--- src/rtl/bis_pkg.sv ---
// ----------------------------------------------------------------------------
// bis_pkg
// Types and constants of the binary insertion sorter.
// ----------------------------------------------------------------------------
package bis_pkg;

  localparam int unsigned IO_WIDTH = 32;

  typedef struct packed {
    logic signed [IO_WIDTH-1:0] value;
    logic                       last;
  } bis_in_t;

  typedef struct packed {
    logic signed [IO_WIDTH-1:0] sorted_value;
    logic                       final_res;
    logic                       overflowed;
  } bis_out_t;

  typedef struct packed {
    logic insert;
    logic shift;
  } bis_ctl_t;

  typedef enum logic {
    ST_LOAD,
    ST_DRAIN
  } bis_state_t;

endpackage

--- src/rtl/bis_cell.sv ---
// ----------------------------------------------------------------------------
// bis_cell
// One slot of the sorting chain: holds one value and its occupied bit.
// ----------------------------------------------------------------------------
module bis_cell #(
  parameter int unsigned DATA_WIDTH = 32
) (
  input  logic                  clk,
  input  logic                  rst,
  input  bis_pkg::bis_ctl_t     ctl,
  input  logic [DATA_WIDTH-1:0] new_value,
  input  logic                  prev_occ,
  input  logic                  prev_le,
  input  logic [DATA_WIDTH-1:0] prev_value,
  input  logic                  next_occ,
  input  logic [DATA_WIDTH-1:0] next_value,
  output logic                  occ,
  output logic                  le,
  output logic [DATA_WIDTH-1:0] value
);
  import bis_pkg::*;

  logic                  occ_next;
  logic [DATA_WIDTH-1:0] value_next;

  assign le = occ && ($signed(value) <= $signed(new_value));

  always_comb begin
    occ_next   = occ;
    value_next = value;
    if (ctl.shift) begin
      occ_next   = next_occ;
      value_next = next_value;
    end else if (ctl.insert) begin
      occ_next = occ | prev_occ;
      if (prev_occ && !prev_le) begin
        value_next = prev_value;
      end else if (prev_le && !le) begin
        value_next = new_value;
      end
    end
  end

  always_ff @(posedge clk) begin
    if (rst) begin
      occ <= 1'b0;
    end else begin
      occ <= occ_next;
    end
  end

  always_ff @(posedge clk) begin
    value <= value_next;
  end

endmodule

--- config.mk ---
export PLATFORM = sky130hd
export DESIGN_NAME = bis_cell
export DESIGN_NICKNAME = d
export VERILOG_FILES = /design/src/rtl/bis_pkg.sv /design/src/rtl/bis_cell.sv
export SDC_FILE = /design/constraint.sdc
export NUM_CORES = 1
export LEC_CHECK = 0
export BUFFER_PORTS_ARGS = -buffer_cell sky130_fd_sc_hd__buf_4
export CAP_MARGIN = 0
export CORE_ASPECT_RATIO = 1.1
export CORE_MARGIN = 2
export CORE_UTILIZATION = 49
export CTS_BUF_LIST = sky130_fd_sc_hd__clkbuf_4 sky130_fd_sc_hd__clkbuf_8 sky130_fd_sc_hd__clkbuf_16
export CTS_CLUSTER_SIZE = 14
export DETAILED_ROUTE_END_ITERATION = 12
export PLACE_DENSITY = 0.87
export SYNTH_ARGS = -nofsm -noshare
export SYNTH_HDL_FRONTEND = slang
export SYNTH_SLANG_ARGS = --single-unit
--- constraint.sdc ---
create_clock -name clk -period 10.5 [get_ports clk]
set_clock_uncertainty 0.1 [all_clocks]
set_input_delay 1.05 -clock clk [delete_from_list [all_inputs] [get_ports clk]]
set_output_delay 1.05 -clock clk [all_outputs]
set_load 0.005 [all_outputs]
== Yosys cells after proc, flatten, opt, wreduce, memory -nomap -nowiden ==
Index checks and enable logic that the tools add are counted.
W data, S select, Z words.

* Flip-flop bits (word level): 33
* Bits in latches: 0
* Memory bits (writable): 0
* Bits in read-only memories: 0
* Bits of input ports: 103
* Output and inout port bits: 34
* Word-level logic and storage cells: 18
* Memories kept: 0

* $add $sub $neg: 0
* Multiply operators: 0
* Div/mod/pow operators: 0
* Magnitude comparators: 1
* Equality and inequality tests: 0
* Shift operators: 0
* Muxes and demuxes: 6
* Bitwise logic cells: 1
* Reductions and logical operators: 8

{| class="wikitable"
|+ Operators by type and width
! operator !! count
|-
| $mux W32 || 4
|-
| $le A32 B32 Y1 || 1
|-
| $logic_and A1 B1 Y1 || 3
|-
| $reduce_bool A3 Y1 || 1
|-
| $logic_not A1 Y1 || 2
|-
| $mux W1 || 2
|-
| $reduce_and A2 Y1 || 1
|-
| $reduce_bool A2 Y1 || 1
|-
| $or A1 B1 Y1 || 1
|}

== Depth between registers and ports, before layout ==
Gate-level depths: netlist of the first run.

* Word-level depth: 8
* Depth in mapped cells: 8
* Mapped depth without buffers: 8

== Worst setup path after synthesis of the first run ==
Ideal clock, no wire load.

* Path kind: input to register
* From: input port new_value[19]
* To: register value[0] (enable)
* Arrival time: 4692 ps
* Data required time: 9930 ps
* Path slack: 5238 ps
* Stages on the path: 8
* Cells stage by stage: inv_1 -> ha_1 -> and3_4 -> a221o_1 -> nand2_1 -> o211ai_1 -> and3b_2 -> o31ai_1

* Cells in the longest elaborated chain, start to end: 6

{| class="wikitable"
|+ RTL lines
! element !! line !! source
|-
| start: declaration || bis_cell.sv:11 || <nowiki>input logic [DATA_WIDTH-1:0] new_value,</nowiki>
|-
| $le A32 B32 Y1 || bis_cell.sv:26 || <nowiki>assign le = occ && ($signed(value) <= $signed(new_value));</nowiki>
|-
| $logic_and A1 B1 Y1 || bis_cell.sv:26 ||
|-
| $logic_not A1 Y1 || bis_cell.sv:38 || <nowiki>end else if (prev_le && !le) begin</nowiki>
|-
| $logic_and A1 B1 Y1 || bis_cell.sv:38 ||
|-
| $reduce_bool A3 Y1 (no source line) || - ||
|-
| $reduce_and A2 Y1 (no source line) || - ||
|-
| end signal: assignment || bis_cell.sv:53 || <nowiki>value <= value_next;</nowiki>
|-
| end: declaration || bis_cell.sv:19 || <nowiki>output logic [DATA_WIDTH-1:0] value</nowiki>
|}

Every way passes these cells.
A chain may end at the register's enable or synchronous reset.

== Final worst setup path of the first run ==
* From: input port new_value[21]
* To: output port le

* Cells in the longest elaborated chain, start to end: 2

{| class="wikitable"
|+ RTL lines
! element !! line !! source
|-
| $le A32 B32 Y1 || bis_cell.sv:26 ||
|-
| $logic_and A1 B1 Y1 || bis_cell.sv:26 ||
|-
| end: declaration || bis_cell.sv:18 || <nowiki>output logic le,</nowiki>
|}

Every way passes these cells.

==> results of run 1 <==
worst max-delay path by stage:
stage	startpoint	end	slack (ps)	depth (start not counted)
after floorplan	new_value[19]	value[0]	5240	8
after global placement	new_value[31]	value[2]	6480	10
after detailed placement	new_value[31]	value[12]	6450	10
after CTS	new_value[21]	le	6490	10
after global routing	new_value[21]	le	6270	10
final	new_value[21]	le	6480	10
cells by family after synthesis:
kind of cell               count (synthesis)  share of synthesized area [%]
buffers and inverters                     47                           7.09
AOI/OAI and AO/OA                         91                           19.2
DFF                                       33                           39.4
and+or+nand+nor                           99                           17.8
muxes                                      1                          0.402
adders and majority gates                 32                           16.1
flip-flops by register name, summed over array words and instances (netlist names):
register,flops
value,32
occ,1
cell type report:
type,count,area share (%)
Multi-Input combinational cell,223,37.0
Timing Repair Buffer,138,28.3
Sequential cell,33,26.8
Inverter,33,3.39
Clock buffer,8,2.50
Tap cell,58,1.98
cell usage after synthesis, types with 2 or more instances:
library cell	number	area (um^2)
o21ai_0	37	185
nand3b_1	3	22.5
nand2_1	43	161
clkbuf_1	14	52.6
a21o_1	2	15.0
nand3_1	4	20.0
inv_1	33	124
nand2b_1	2	12.5
nor4_2	2	25.0
ha_1	32	400
nand4_1	3	18.8
nor2_1	37	139
a21oi_1	46	230
edfxtp_1	32	961
metrics by stage:
step	power (mW)	setup slack, ps	util, %	area, um^2	instances
final	0.390	6480	73.7	3660	493
after global routing	0.414	6270	73.7	3660	493
after CTS	0.392	6490	73.7	3660	493
after global placement	0.291	6480	71.8	3570	485
after floorplan	0.229	5240	-	2490	303
after detailed placement	0.296	6450	71.8	3570	485
worst max-delay path, delay by kind of cell:
kind | cells | cell delay [ps]
simple gates | 2 | 550
buf+inv | 3 | 290
compound gates | 4 | 720
fa+ha+maj | 1 | 240
cell usage in the layout (no fill, tap or decap), types with 4 or more instances in the layout:
master	instances
inv_1	33
ha_1	32
o21ai_0	37
nand2_1	43
edfxtp_1	32
clkbuf_8	5
nand3_1	4
nor2_1	37
a21oi_1	46
buf_4	138
metal layers:
metal	share of wire (%)	vias up	track usage [%]	routed length, um
met5	0	-	0	0
met4	1.6	0	8.30	110
met3	5.4	10	2.79	365
met2	51	91	43.4	3470
met1	42	1188	30.3	2810
li1	-	1312	-	-
power by group:
part	total, mW	internal [mW]	switching (mW)
Clock	0.0973	0.0548	0.0425
Sequential	0.170	0.162	0.00810
Combinational	0.123	0.0664	0.0568
==> results.md, run 1 <==
- Period utilization: between 30% and 40%
- Multi-input combinational cell area: about 1400 um^2
- Drt pass-1 iters: 4
- Routed Antenna Nets: 0
- Worst r2r path cells: 8
- Hold Slack: ~660 ps
- Register area: about 980 um^2
- Max Buffers Root-to-Sink: 2
- Crit-path cells: buf_4 -> inv_1 -> ha_1 -> a21oi_1 -> o21ai_0 -> a221oi_1 -> o211ai_1 -> nor3_1 -> nand3b_1 -> buf_4
- Inserted Clock Buffers: 5
- Mean Syn Cell Area: 8.22 um^2
- CP max stage delay: ~370 ps
- Fraction of registers with async set/reset: 0%
- Hold Path Class: flop to flop
- Top_reg_cell synth: edfxtp_1
- Critical Path Source Type: input pin
- Vias: roughly 2600
- EDFF count, synth: 32
- Hold Crit Depth: 4
- PD cells: around 110 nW/um^2
- Worst endpoint required time: 9350 ps
- Final Critical Period: approximately 4000 ps
- Hold path start: occ
- # rows: 27
- CP arrival: between 2000 and 3000 ps
- Net Count, Synth: about 440
- Port-buffer cells: 136
- Die ar.: ~5700 um^2
- Starting Density: between 50% and 60%
- Vias in the first global route: approximately 2500
- Synth Cell Area: about 2500 um^2
- Setup_tns: 0 ps
- Synth Register Bits: 33
- Distinct cells, synth: 27
- Final Max Slew Viols: 0
- Max Freq: about 0.25 GHz
- Share of cells above drive strength 1: 35.2%
- Status: finished clean
- TritonCTS clock tree: yes
- Critical R2R Capture: value[12]
- Drt total wl: approximately 6800 um
- Root Driver: clkbuf_8
- CTS resizes: 0
- Drt drc: 0
- Slowest cell on the critical path: nor3_1
- IR Drop Worst-Case VDD: between 0.00008 and 0.00009 V
- CP most frequent cell: buf_4
- Die H: ~80 um
- Final setup fails: 0
- Global-route wire length before repair: around 11000 um
- # fillers: ~400
- Reg2reg setup slack: just over 7000 ps
- Worst-path clk slew: around 60 ps
- Area delta synth->final: 46.9%
- Clk Latency, worst-skew pair: between 200 and 300 ps
- Routed WL per cell: about 14 um
- Max-Slew Margin vs Limit: between 40% and 50%
- ANT cells: 0
- Largest net degree at the start of global routing: 68
- GRT Total Usage: about a quarter
- Core box area: about 5000 um^2
- RSZ-0062 raised after global routing: no
- CP Capture Type: output port
- DRT iter0 DRCs: roughly 170
- Post-Synthesis Cells: 303
- Final Hold Fails: 0
- Reg-to-Reg Start: value[31]
- Vias per inst: 5.28
- CTS HTree Levels: 2
- CTS sink cnt: 33
- Synth warn: 0
- Initial antenna violation count: 0
- Hold endpoint: occ
- I/O pin total: 137
- Max cap viols: 0
- DP HPWL: around 5500 um
- Die X: between 70 and 80 um
- Placer Congestion: 0.746
- Leakage: around 1.8 nW
- Nets: ~570
- Grt ovf: 0
- Slew @ Worst Pin: 769 ps
- Postcts setup bufs: 0
- Sequential share of the synthesized area: 39.4%
- Worst-path maximum fanout: 3
- Setup CP Type: input pin to output port
- Hold buffer count at CTS: 0
(Power assumes the default switching activity.)
==> run 2: changes to the inputs <==
CORE_UTILIZATION = 45   (was 49)
PLACE_DENSITY = 0.81   (was 0.87)
clock period = 4 ns   (was 10.5 ns; I/O delays follow)
==> run 2 against run 1 <==
- sequential power rose to 2.6 times the previous value
- core utilization down 5.2 points
- worst hold slack worse by 490 ps
- routed wire length up 0.61%
- clock power up 150%
- sequential share of layout area down 0.073 points
- highest routed layer unchanged
- power rose to 2.6 times the previous value
- flip-flop and latch count unchanged
- critical endpoint is now value[3]
- critical path depth down 2
- cell count up 3.2%
==> results.md, run 2 (synthesis gave the netlist of run 1 again) <==
- Global-route wire length before repair: approximately 11000 um
- Hold path start: rst
- GRT Total Usage: between 20 and 25%
- Inserted Clock Buffers: 5
- Port-buffer cells: approximately 140
- RSZ-0062 raised after global routing: no
- Core box area: about 5400 um^2
- Largest net degree at the start of global routing: 68
- Postcts setup bufs: 0
- Reg2reg setup slack: between 1000 and 1500 ps
- Vias in the first global route: 2445
- # rows: 28
- TritonCTS clock tree: yes
- Setup CP Type: flop to flop
- Max Freq: approximately 0.35 GHz
- Number of flip-flops in the largest register: 32
- Drt pass-1 iters: 4
- Clk Latency, worst-skew pair: ~280 ps
- ANT cells: 0
- Reg-to-Reg Start: value[31]
- Most common cell after layout, fill and taps aside: buf_4
- Setup_tns: 0 ps
- Drt total wl: 6790 um
- Placer Congestion: between 0.7 and 0.8
- Vias: 2566
- Hold Path Class: input pin to flop
- Die X: around 75 um
- DRT iter0 DRCs: 120
- Slew @ Worst Pin: 664 ps
- IR Drop Worst-Case VDD: ~0.00022 V
- Final setup fails: 0
- Worst-path clk slew: 70 ps
- Most frequent cells in the layout: 138 x buf_4, 46 x a21oi_1, 43 x nand2_1
- CTS resizes: 0
- CTS HTree Levels: 2
- Design Power: 1.01 mW
- Routed WL per cell: about 13 um
- Register with the most flip-flops: value
- Share of cells above drive strength 1: a little over a third
- Worst-path maximum fanout: 32
- Final Max Slew Viols: 0
- Hold buffer count at CTS: 0
- Max cap viols: 0
- Die ar.: 6140 um^2
- Final core utilization: between 60% and 70%
- CP startpoint: value[31]
- # fillers: 459
- Nets: around 570
- Root Driver: clkbuf_8
- Grt ovf: 0
- Drt drc: 0
- Final Hold Fails: 0
- CTS sink cnt: 33
- Status: finished clean
- CP arrival: 2730 ps
- Critical Path Source Type: flop
- Initial antenna violation count: 0
- DP HPWL: 5400 um
- Max Buffers Root-to-Sink: 2
- Vias per inst: about 5
- Period utilization: a little over 70%
- I/O pin total: between 100 and 150
- CP Capture Type: flop
- Max-Slew Margin vs Limit: 55.6%
- PD cells: around 280 nW/um^2
- Routed Antenna Nets: 0
- Leakage: approximately 1.8 nW
- Largest regs: value (32), occ (1)
- Starting Density: 46.5%
- Area delta synth->final: 47.3%
- Final Critical Period: 2890 ps
- Die H: roughly 82 um
- Worst endpoint required time: about 3800 ps
run 2: changes by cell type in the layout (fill, tap and decap cells not counted):
cell and change:
clkbuf_4 -2, clkinv_1 +1
run 2: layout make-up:
class	instances	area, um^2	share of cell area (%)
tap	75	93.8	2.56
sequential	33	981	26.7
clock inverter	1	3.75	0.102
timing repair buffer	138	1040	28.2
clock buffer	6	76.3	2.08
inverter	33	124	3.38
multi-input combinational	223	1350	36.9
run 2: metal layers:
metal  GRT usage (%)  share of wire [%]
met1            25.6                 40
met2            40.4                 52
met3            4.91                5.5
met4            8.75                2.4
met5               0                  0
run 2: worst paths after layout:
kind | to | cells past startpoint
max | value[3] | 8
min | occ | 2
max reg2reg | value[3] | 8
min reg2reg | occ | 4
run 2: worst max-delay path: stages, from the launching register on:
cell and delay, ps:
edfxtp_1 390, ha_1 400, nand4_2 160, nor4_2 340, nand3_1 160, a31oi_1 180
nor3_1 110, o31ai_4 240, buf_4 420
run 2: report_power, final:
| part | switching, mW | internal, mW | total (mW) |
|---|---|---|---|
| clock | 0.119 | 0.124 | 0.243 |
| combinational | 0.148 | 0.174 | 0.322 |
| sequential | 0.0213 | 0.425 | 0.446 |
run 2: through the flow:
stage	instances	instance area, um^2	setup slack, ps	hold WS [ps]
finish	509	3670	1110	171
global placement	502	3590	1020	460
CTS	509	3670	1100	167
floorplan	303	2490	378	372
detailed placement	502	3590	1010	463
global route	509	3670	878	166
